`config.mk`:
```
export PLATFORM = sky130hd
export DESIGN_NAME = rau_ram
export DESIGN_NICKNAME = d
export VERILOG_FILES = /design/src/sv/rational_activation_unit_assert.svh /design/src/sv/rau_ram.sv
export SDC_FILE = /design/constraint.sdc
export NUM_CORES = 2
export LEC_CHECK = 0
export ABC_AREA = 1
export BUFFER_PORTS_ARGS = -buffer_cell sky130_fd_sc_hd__buf_4
export CAP_MARGIN = 20
export CORE_ASPECT_RATIO = 0.75
export CORE_MARGIN = 2
export CORE_UTILIZATION = 54
export CTS_BUF_LIST = sky130_fd_sc_hd__clkbuf_8 sky130_fd_sc_hd__clkbuf_16
export CTS_CLUSTER_SIZE = 12
export DETAILED_ROUTE_END_ITERATION = 10
export GPL_ROUTABILITY_DRIVEN = 1
export PLACE_DENSITY = 0.7
export SKIP_CTS_REPAIR_TIMING = 1
export SYNTH_ARGS = -nofsm -noshare
export SYNTH_HDL_FRONTEND = slang
export SYNTH_SLANG_ARGS = --single-unit
```
`constraint.sdc`:
```
create_clock -name i_clk -period 7.55 [get_ports i_clk]
set_input_delay 1.51 -clock i_clk [delete_from_list [all_inputs] [get_ports i_clk]]
set_output_delay 1.51 -clock i_clk [all_outputs]
set_load 0.03 [all_outputs]
```
`src/sv/rational_activation_unit_assert.svh`:
```
// Assertion macros shared by the rational activation unit RTL.
`ifndef RATIONAL_ACTIVATION_UNIT_ASSERT_SVH
`define RATIONAL_ACTIVATION_UNIT_ASSERT_SVH

`ifndef SYNTH
`define RAU_ASSERT_IMP(lbl, ante, cons) \
    lbl: assert property (@(posedge i_clk) disable iff (!i_rst_n) (ante) |-> (cons)) \
        else $error("rau: implication check failed");
`define RAU_ASSERT_NXT(lbl, ante, cons) \
    lbl: assert property (@(posedge i_clk) disable iff (!i_rst_n) (ante) |=> (cons)) \
        else $error("rau: next-cycle check failed");
`else
`define RAU_ASSERT_IMP(lbl, ante, cons)
`define RAU_ASSERT_NXT(lbl, ante, cons)
`endif

`endif

```
`src/sv/rau_ram.sv`:
```
// Generic single-port-write, registered-read RAM.
`default_nettype none
module rau_ram #(
    parameter int WIDTH  = 32,
    parameter int DEPTH  = 64,
    parameter int ADDR_W = (DEPTH > 1) ? $clog2(DEPTH) : 1
) (
    input  wire logic              i_clk,
    input  wire logic              i_we,
    input  wire logic [ADDR_W-1:0] i_waddr,
    input  wire logic [WIDTH-1:0]  i_wdata,
    input  wire logic [ADDR_W-1:0] i_raddr,
    output logic      [WIDTH-1:0]  o_rdata
);
    logic [WIDTH-1:0] r_mem [DEPTH];

    always_ff @(posedge i_clk) begin
        if (i_we) begin
            r_mem[i_waddr] <= i_wdata;
        end
        o_rdata <= r_mem[i_raddr];
    end
endmodule
`default_nettype wire

```
==> results by group <==
Cells and area
  • Fraction of layout cells with a size suffix above 1: about 6.7%
  • Count of nets after finishing: 6744
  • Area Growth Syn to Fin: 9.535%
  • Design area: ~0.09 mm^2
  • Fin util: between 50% and 60%

CTS
  • Clock transition at the registers of the reported paths: roughly 0.060 ns
  • Latest clock arrival within the worst-skew pair: 0.82 ns
  • CTS Buf Count: 194
  • Root Buffer: clkbuf_16
  • # clock sinks: roughly 2100
  • CTS tree: yes
  • Bufs on Longest Clock Path: 3
  • H-tree Lvls: 4

Critical path
  • Critical Path RT: a little over 8 ns
  • FF-to-FF path depth: 8
  • Reg2reg end: o_rdata[5]$_DFF_P_
  • CP max stage delay: between 0.5 and 0.6 ns
  • Cell Chain, Critical Path: buf_8 > inv_16 > buf_12 > nand2_1 > nand3_1 > nand3_1 > nand3_1 > nand3_1 > nand2_1 > nand2_1 > nand2_1
  • Cell family with most CP delay: simple AND/OR/NAND/NOR gates
  • Reg2reg setup slack: 5.60 ns
  • Setup crit end kind: flip-flop
  • Startpoint types: primary input
  • Worst setup path class: primary input to flip-flop
  • FF-to-FF Start: r_mem[1][5]$_DFFE_PP_
  • Critical path arrival: a little under 5 ns
  • Maximum fanout along the worst path: roughly 240
  • Worst Path Buf+Inv: 3
  • Slowest CP cell: inv_16

Synth
  • Syn Inst Count: around 6800
  • Synthesized flop and latch total: ~2100
  • Mapped Nets: slightly below 7000
  • Sequential fraction of the synthesis area: 75.10%
  • Syn Area/Cell: between 10 and 15 um^2
  • Yosys cell types: 16
  • Synth Warn #: 0
  • Synthesized area: between 0.08 and 0.09 mm^2

GRT
  • Largest net degree at the start of global routing: 237
  • Vias in the first global route: between 50000 and 60000
  • GR Util All Layers: between 20% and 30%
  • Grt ovf: 0
  • Antenna violations before repair: 9
  • Global-route wire length before repair: 342.4 mm

STA
  • Setup TNS: 0 ns
  • Min Tclk post-route: 4.202 ns
  • Clock skew: about 0.022 ns
  • Final hold vios: 0
  • Fmax: 0.2380 GHz
  • Worst-margin pin slew: roughly 1.3 ns
  • Max transition margin: 14.55%
  • Final setup fails: 0
  • Final slew viol count: 0
  • RSZ-0062 raised after global routing: no
  • Tcrit/Tclk final: between 50% and 60%

Die
  • Row count: around 120
  • # IOs: 78
  • Die width: approximately 460 um
  • Initial core utilization: between 50% and 60%
  • Die height: approximately 340 um
  • Core area: 0.1522 mm^2
  • Die Area: 0.1564 mm^2

Outcome
  • Status: completed

Min path
  • Hold Path End: o_rdata[7]$_DFF_P_
  • Hold depth: 8
  • Min-delay worst type: flip-flop to flip-flop
  • Hold_sp: r_mem[62][7]$_DFFE_PP_

Flow run
  • Max_cap viols: 0

Power and ir drop
  • PwrDens: around 250 mW/mm^2
  • IR drop worst, VDD: 0.2189 mV
  • Total chip power: about 23 mW
  • Static Leak: approximately 32 nW

Place
  • Placer's final routability congestion estimate: between 0.8 and 0.9
  • Area of placed instances: 0.08514 mm^2
  • Port buffer count: between 70 and 80
  • Dpl hpwl: approximately 120 mm

Routing
  • Remaining antenna violation count: 0
  • Drc violations: 0
  • Vias after detailed routing: between 50000 and 60000
  • Routed len/inst: approximately 27 um
  • TritonRoute pass-1 iters: 9
  • Initial DRC count: between 8000 and 9000
  • Detailed Route WL: around 240 mm
  • Via density: 6.204
[cells by family (layout without fill, tap and decap cells)]
| logic type | Yosys count | after routing | synth area share [%] |
|---|---|---|---|
| other | 0 | 7 | 0 |
| AND/OR/NAND/NOR | 4228 | 4228 | 22.12 |
| buffers and inverters | 461 | 499 | 2.779 |
| flip-flops | 2080 | 2080 | 75.10 |
[report_power, final]
group	switching, mW	total (mW)	leakage, nW	internal (mW)
Combinational	1.15	1.50	10.2	0.343
Sequential	0.0486	12.8	18.7	12.8
Clock	4.04	8.77	3.01	4.73
Total	5.24	23.1	31.9	17.9
[tightest hold or removal path: stages, from the launching register on]
cell	delay (ns)
edfxtp_1	0.33
nand2_1	0.05
nand3_1	0.06
nand3_1	0.06
nand3_1	0.07
nand3_1	0.06
nand2_1	0.05
nand2_1	0.04
nand2_1	0.06
[layer usage]
layer  GRT usage [%]  part of all wire, %  up-vias
met2           44.39                   44     3670
met3           6.668                   13      509
li1                -                    -    23912
met5               0                0.022        -
met4           12.00                  3.9        6
met1           43.12                   39    26682
[flip-flops by register name, summed over array words and instances (netlist names)]
register and cells:
o_rdata 32, r_mem 2048
[through the flow]
stage | worst slack, ns | hold slack (ns) | instances
CTS | 3.542 | 0.8111 | 8823
finish | 3.348 | 0.8068 | 8830
global placement | 2.689 | 0.7868 | 8518
floorplan | 1.910 | 0.7214 | 6769
detailed placement | 2.690 | 0.7860 | 8518
global route | 3.331 | 0.8930 | 8828
[layout make-up]
cell class / instances / area [um^2]
fillers: 11549 / 61570
clock inverters: 101 / 406.6
clock buffers: 204 / 5060
inverters: 12 / 81.33
repair buffers: 182 / 1630
well taps: 2016 / 2522
multi-input cells: 4228 / 18770
flip-flops and latches: 2080 / 62140
diodes: 7 / 17.52
[worst max-delay path by stage]
| stage | slack, ns | cells past startpoint | endpoint | startpoint |
|---|---|---|---|---|
| after global placement | 2.69 | 10 | o_rdata[5]$_DFF_P_ | i_raddr[1] |
| after detailed placement | 2.69 | 10 | o_rdata[5]$_DFF_P_ | i_raddr[1] |
| after CTS | 3.54 | 10 | o_rdata[5]$_DFF_P_ | i_raddr[1] |
| after global routing | 3.33 | 11 | o_rdata[5]$_DFF_P_ | i_raddr[0] |
| final | 3.35 | 11 | o_rdata[5]$_DFF_P_ | i_raddr[0] |
| after floorplan | 1.91 | 3 | r_mem[48][0]$_DFFE_PP_ | i_we |
[placed cells by master, fill, tap and decap left out, drive strengths merged]
master,netlist,routed
nand2,2248,2248
clkbuf,77,204
diode,0,7
buf,372,182
nand4,9,9
edfxtp,2048,2048
clkinv,0,6
nand3,1907,1907
inv,12,107
nor2,56,56
nor4,8,8
dfxtp,32,32
[Yosys cell counts]
cell type,count,share of area (%)
buf_8,2,0.036
edfxtp_1,2048,74
nor2_1,56,0.25
buf_2,282,1.7
inv_4,1,0.0076
nand4_1,9,0.068
dfxtp_1,32,0.77
buf_6,3,0.041
nand3_1,1907,12
buf_4,45,0.41
inv_1,9,0.041
nor4_1,8,0.060
buf_1,40,0.18
nand2_1,2248,10
inv_2,2,0.0091
clkbuf_1,77,0.35
Power figures use the tool's default switching activity.
