<file path="config.mk">
export PLATFORM = sky130hd
export DESIGN_NAME = rau_div
export DESIGN_NICKNAME = d
export VERILOG_FILES = /design/src/sv/rational_activation_unit_assert.svh /design/src/sv/rau_pkg.sv /design/src/sv/rau_div.sv
export SDC_FILE = /design/constraint.sdc
export NUM_CORES = 1
export LEC_CHECK = 0
export BUFFER_PORTS_ARGS = -buffer_cell sky130_fd_sc_hd__buf_2
export CAP_MARGIN = 20
export CORE_UTILIZATION = 50
export DETAILED_ROUTE_END_ITERATION = 12
export HOLD_SLACK_MARGIN = 0.02
export MAX_ROUTING_LAYER = met4
export PLACE_DENSITY = 0.68
export SYNTH_ARGS = -nofsm -noshare
export SYNTH_HDL_FRONTEND = slang
export SYNTH_SLANG_ARGS = --single-unit
</file>
<file path="constraint.sdc">
create_clock -name i_clk -period 8.8 [get_ports i_clk]
set_clock_uncertainty 0.15 [all_clocks]
set_input_delay 0 -clock i_clk [delete_from_list [all_inputs] [get_ports i_clk]]
set_output_delay 0 -clock i_clk [all_outputs]
set_load 0.1 [all_outputs]
</file>
<file path="src/sv/rational_activation_unit_assert.svh">
// Assertion macros shared by the rational activation unit RTL.
`ifndef RATIONAL_ACTIVATION_UNIT_ASSERT_SVH
`define RATIONAL_ACTIVATION_UNIT_ASSERT_SVH

`ifndef SYNTH
`define RAU_ASSERT_IMP(lbl, ante, cons) \
    lbl: assert property (@(posedge i_clk) disable iff (!i_rst_n) (ante) |-> (cons)) \
        else $error("rau: implication check failed");
`define RAU_ASSERT_NXT(lbl, ante, cons) \
    lbl: assert property (@(posedge i_clk) disable iff (!i_rst_n) (ante) |=> (cons)) \
        else $error("rau: next-cycle check failed");
`else
`define RAU_ASSERT_IMP(lbl, ante, cons)
`define RAU_ASSERT_NXT(lbl, ante, cons)
`endif

`endif

</file>
<file path="src/sv/rau_pkg.sv">
// Types, widths and codes of the rational activation unit.
`default_nettype none
package rau_pkg;
    localparam int DATA_W   = 16;
    localparam int FRAC_W   = 12;
    localparam int ACC_W    = 32;
    localparam int CHANNELS = 64;
    localparam int CH_W     = 6;
    localparam int D_W      = DATA_W + 2;      // b - x
    localparam int NUM_W    = 45;              // signed dividend / quotient
    localparam int NMAG_W   = NUM_W - 1;
    localparam int DEN_W    = 34;              // signed divisor
    localparam int DMAG_W   = DEN_W - 2;
    localparam int DIV_CYC  = NMAG_W / 2;      // two quotient bits per cycle
    localparam int CNT_W    = 5;
    localparam int MA_W     = D_W;
    localparam int MB_W     = NUM_W;
    localparam int P_W      = MA_W + MB_W;
    localparam int T_W      = ACC_W + 4;
    localparam int S_W      = T_W + 1;
    localparam int CFG_IDX_W = 3;
    localparam int IN_DATA_W  = 88;
    localparam int OUT_DATA_W = 48;

    localparam logic [1:0] FN_FWD  = 2'd0;
    localparam logic [1:0] FN_BWD  = 2'd1;
    localparam logic [1:0] FN_LOAD = 2'd2;
    localparam logic [1:0] FN_READ = 2'd3;

    localparam logic [CFG_IDX_W-1:0] CFG_GAIN_A  = 3'd0;
    localparam logic [CFG_IDX_W-1:0] CFG_B_MIN   = 3'd1;
    localparam logic [CFG_IDX_W-1:0] CFG_B_MAX   = 3'd2;
    localparam logic [CFG_IDX_W-1:0] CFG_SHARED  = 3'd3;
    localparam logic [CFG_IDX_W-1:0] CFG_LEARN_B = 3'd4;
    localparam logic [CFG_IDX_W-1:0] CFG_PROP    = 3'd5;

    localparam logic signed [DATA_W-1:0] D_MAX = {1'b0, {(DATA_W-1){1'b1}}};
    localparam logic signed [DATA_W-1:0] D_MIN = {1'b1, {(DATA_W-1){1'b0}}};
    localparam logic signed [ACC_W-1:0]  A_MAX = {1'b0, {(ACC_W-1){1'b1}}};
    localparam logic signed [ACC_W-1:0]  A_MIN = {1'b1, {(ACC_W-1){1'b0}}};
    // stands in for a saturated term: far outside the accumulator range
    localparam logic signed [T_W-1:0]    T_BIG = {2'b01, {(T_W-2){1'b0}}};

    typedef struct packed {
        logic                     start;
        logic signed [NUM_W-1:0]  num;
        logic signed [DEN_W-1:0]  den;
    } t_div_req;

    typedef struct packed {
        logic                     done;
        logic                     dz;
        logic signed [NUM_W-1:0]  quot;
    } t_div_res;
endpackage
`default_nettype wire

</file>
<file path="src/sv/rau_div.sv">
// Iterative signed divider, truncating, two quotient bits per cycle.
`default_nettype none
module rau_div (
    input  wire logic              i_clk,
    input  wire logic              i_rst_n,
    input  wire rau_pkg::t_div_req i_req,
    output rau_pkg::t_div_res      o_res
);
    import rau_pkg::*;

    logic                 r_busy;
    logic                 r_done;
    logic [CNT_W-1:0]     r_cnt;
    logic [DMAG_W-1:0]    r_rem;
    logic [NMAG_W-1:0]    r_quo;
    logic [DMAG_W-1:0]    r_den;
    logic                 r_neg;
    logic                 r_dz;
    logic [NUM_W-1:0]     w_nabs;
    logic [DEN_W-1:0]     w_dabs;
    logic [DMAG_W:0]      w_s1;
    logic [DMAG_W:0]      w_s2;

    // returns {new remainder, quotient bit}
    function automatic logic [DMAG_W:0] div_step(input logic [DMAG_W-1:0] rem,
                                                 input logic nbit,
                                                 input logic [DMAG_W-1:0] den);
        logic [DMAG_W:0] t;
        logic [DMAG_W:0] d;
        t = {rem, nbit};
        d = {1'b0, den};
        if (t >= d) begin
            t = t - d;
            return {t[DMAG_W-1:0], 1'b1};
        end
        return {t[DMAG_W-1:0], 1'b0};
    endfunction

    assign w_nabs = i_req.num[NUM_W-1] ? NUM_W'(-i_req.num) : NUM_W'(i_req.num);
    assign w_dabs = i_req.den[DEN_W-1] ? DEN_W'(-i_req.den) : DEN_W'(i_req.den);
    assign w_s1   = div_step(r_rem, r_quo[NMAG_W-1], r_den);
    assign w_s2   = div_step(w_s1[DMAG_W:1], r_quo[NMAG_W-2], r_den);

    always_ff @(posedge i_clk) begin
        if (!i_rst_n) begin
            r_busy <= 1'b0;
            r_done <= 1'b0;
            r_cnt  <= '0;
        end else begin
            r_done <= 1'b0;
            if (i_req.start) begin
                r_busy <= 1'b1;
                r_cnt  <= '0;
                r_rem  <= '0;
                r_quo  <= w_nabs[NMAG_W-1:0];
                r_den  <= w_dabs[DMAG_W-1:0];
                r_neg  <= i_req.num[NUM_W-1] ^ i_req.den[DEN_W-1];
                r_dz   <= (i_req.den == '0);
            end else if (r_busy) begin
                r_rem <= w_s2[DMAG_W:1];
                r_quo <= {r_quo[NMAG_W-3:0], w_s1[0], w_s2[0]};
                r_cnt <= r_cnt + 1'b1;
                if (r_cnt == CNT_W'(DIV_CYC - 1)) begin
                    r_busy <= 1'b0;
                    r_done <= 1'b1;
                end
            end
        end
    end

    assign o_res.done = r_done;
    assign o_res.dz   = r_dz;
    assign o_res.quot = r_neg ? -$signed({1'b0, r_quo}) : $signed({1'b0, r_quo});
endmodule
`default_nettype wire

</file>
==> metrics list <==
- Data on the critical path is required at its endpoint by 8.80 ns.
- Share of cells above drive strength 1: 0.132
* Half-perimeter wire length after placement: 21200 um
- Die height: 148 um
* Start of the worst register-to-register path: r_rem[5]
- The clock drives 117 sinks.
- The worst setup path is captured at a flip-flop.
- Global-route wire length before repair: 49400 um
- Number of nets in the synthesized netlist: 1395
* Worst reg2reg path endpoint: r_rem[16]
- Post-CTS setup buffers: 0
- Total Routing Usage GR: 0.293
* Via-to-Cell Ratio: 5.82
- The largest total area in the synthesized netlist belongs to edfxtp_1.
- Largest cells by area after synthesis: edfxtp_1 31%, xnor2_1 8.2%, ha_1 8.1%
- The net count of the finished layout is 1604.
* Number of placed I/O pins: 129
* Maximum vdd ir drop: 0.000240 V
- Measured along the x axis, the die boundary spans 148 um.
- Vias post-DR: 10100
- # resized after CTS: 0
- Pre-Repair DR Iteration Count: 5
- Achievable frequency: 135 MHz
- The detailed router finished its first iteration with 697 violations.
* Global placement routability congestion: 0.925
* Aggregate negative setup slack: 0 ns
- After clock tree synthesis, the flow added hold-fix buffers numbering 109.
- Final Hold Viols: 0
- Combined area of all synthesized cells: 10600 um2
- Fin Hold WS: 0.0348 ns
- In this run, synthesis produced a sequential element count of 117.
- Leakage: 5.17 nW
* Yosys top cell area share: 0.310
- Avg Inst Size Synth: 8.57 um2
- Pwr per Cell Area: 402 nW/um2
* Kind of path behind the tightest hold check: primary input to flip-flop
- The flow ran to the end, and the final reports show no timing, DRC or antenna violations.
- Final critical-path share of the clock period: 0.845
* Number of instances in the synthesized netlist: 1242
* Initial Utilization: 0.508
* Area of the multi-input gates: 6760 um2
- Final setup vio count: 0
- Full die area: 21900 um2
- The number of global-route vias before repair was 9796.
- Cell count of the worst hold path: 3
* Routed wire length: 30400 um
- The worst pin sits at a relative slew slack of 0.251.
* Final ANT Viol Nets: 0
* CTS Buffer Depth: 2
* Aggregate global routing overflow: 0
- Total DRC errors in the routed layout: 0
- Placeable core region: 21000 um2
- Type of the setup path with the least slack: flip-flop to flip-flop
- Critical Path AT: 7.43 ns
- CTS tree: yes
- Transition time at the pin with the least slew margin: 1.12 ns
* Number of distinct library cell variants in the gate-level netlist after synthesis: 65
* Internal reg-to-reg setup slack: 1.37 ns
- In this run the number of H-tree levels came out at 4.
* Largest fanout on the critical path: 41
- Clock-pin slew was measured on the worst setup and hold paths at 0.06 ns.
- Startpoint types: flip-flop
- Registers take 3440 um2.
- Total number of placement rows: 53
- Input and output buffers added on the ports amount to 128.
* Warnings, synthesis: 0
- The worst hold path terminates at r_busy.
- The worst register-to-register path has a depth of 20.
* Leading register cell type out of synthesis: edfxtp_1
- After filler insertion, the fill cell instance count of the layout stands at 1801.
- The number of clock buffers added by TritonCTS is 17.
* Async set or reset register ratio after synthesis: 0
- Number of synthesized flops with an enable pin: 110
- The final-report max-slew violation count came to 0.
- Final min period: 7.43 ns
- Wire length per cell after detailed routing: 17.5 um
- Sequential area share after synthesis: 0.324
* Critical hold path startpoint: i_req[79]
- Entering global routing, the biggest net connects 78 pins.
- Setup repair after global routing missed its margin: no
- Worst-Skew Late Latency: 0.43 ns
- The number of antenna violations at the first check in global routing is 1.
* Clock Tree Root: clkbuf_16
* Reported max-cap violation count: 0
* Synthesis-to-layout area growth: 23.3%
## synth_stat cells, types with 13 or more instances
library cell	number
a211oi_1	13
a21o_1	17
a21oi_1	120
clkbuf_1	45
edfxtp_1	110
ha_1	69
inv_1	61
mux2i_1	27
nand2_1	105
nand2b_1	14
nand3_1	20
nand4_1	17
nor2_1	120
nor3_1	13
o21ai_0	100
o31ai_1	40
o41ai_1	15
or3_1	22
or4_1	14
xnor2_1	100
xor2_1	66
## how the worst max path moves through the flow
stage	endpoint	startpoint	cells after the start
after floorplan	r_rem[14]	r_rem[5]	24
after global placement	r_rem[2]	r_rem[5]	20
after detailed placement	r_rem[19]	r_rem[5]	20
after CTS	r_rem[16]	r_rem[5]	20
after global routing	r_rem[1]	r_rem[5]	20
final	r_rem[16]	r_rem[5]	20
## per-stage QoR
stage,total power (W),utilization,instances,setup slack [ns],cell area (um2)
after floorplan,0.00375,-,1242,2.45,10600
after global placement,0.00446,0.548,1598,1.61,11500
after detailed placement,0.00450,0.548,1598,1.45,11500
after CTS,0.00522,0.626,1739,1.46,13100
after global routing,0.00569,0.626,1740,0.899,13100
final,0.00528,0.626,1740,1.37,13100
## worst max-delay path: stages, from the launching register on
cell	delay (ns)
edfxtp_1	0.42
ha_1	0.39
a211oi_1	0.29
nand2_1	0.07
o21ai_0	0.36
nor2_1	0.12
a211oi_1	0.41
o31a_2	0.77
o21ai_0	0.34
ha_1	0.37
nor2b_1	0.16
o31ai_1	0.36
a211oi_1	0.18
a2111oi_0	0.80
nor3_1	0.14
o31ai_1	0.33
a21bo_2	0.20
o2111a_2	0.45
buf_4	0.48
mux2i_1	0.26
nor2_1	0.06
## sequential cells by signal, indices dropped and copies added (netlist names)
signal	count
r_den	32
r_neg	1
r_dz	1
r_cnt	5
r_done	1
r_rem	32
r_busy	1
r_quo	44
## layer usage
metal | wire length [um] | global-route usage | up-vias
li1 | - | - | 4972
met1 | 13300 | 0.363 | 4755
met2 | 14600 | 0.481 | 345
met3 | 1820 | 0.0519 | 51
met4 | 728 | 0.101 | 0
met5 | 0 | - | -
## layout make-up
type,count,share of cell area
multi-input combinational,1009,0.515
sequential,117,0.262
timing repair buffer,245,0.137
clock buffer,18,0.0327
tap,275,0.0262
inverter,61,0.0175
clock inverter,14,0.00897
antenna,1,0.000191
## report_power, final
group,switching [W],internal [W]
Sequential,0.0000717,0.000802
Clock,0.000294,0.000367
Combinational,0.00228,0.00147
Total,0.00264,0.00263
## layout by cell type, fill, tap and decap left out, types with 9 or more instances in the layout
master         netlist  final
buf_2                1    127
nor2_1             120    120
a21oi_1            120    120
edfxtp_1           110    110
dlygate4sd3_1        0    109
nand2_1            105    105
o21ai_0            100    100
xnor2_1            100    100
ha_1                69     69
xor2_1              66     66
inv_1               61     61
o31ai_1             40     40
mux2i_1             27     27
or3_1               22     22
nand3_1             20     20
nand4_1             17     17
a21o_1              17     17
clkbuf_16            0     17
o41ai_1             15     15
nand2b_1            14     14
or4_1               14     14
a211oi_1            13     13
nor3_1              13     13
nor4_1              10     10
o21bai_1             9      9
buf_4                3      9
## cells by family (layout without fill, tap and decap cells)
family	after synthesis	count (layout)	share of synthesized area
mux	33	33	0.0317
buf+inv	116	338	0.0421
compound gates	363	363	0.210
fa+ha+maj	71	71	0.0849
flops	117	117	0.324
other cells	0	1	0
xor+xnor	166	166	0.137
simple gates	376	376	0.171
No activity file was read; power rests on OpenSTA's default activity.
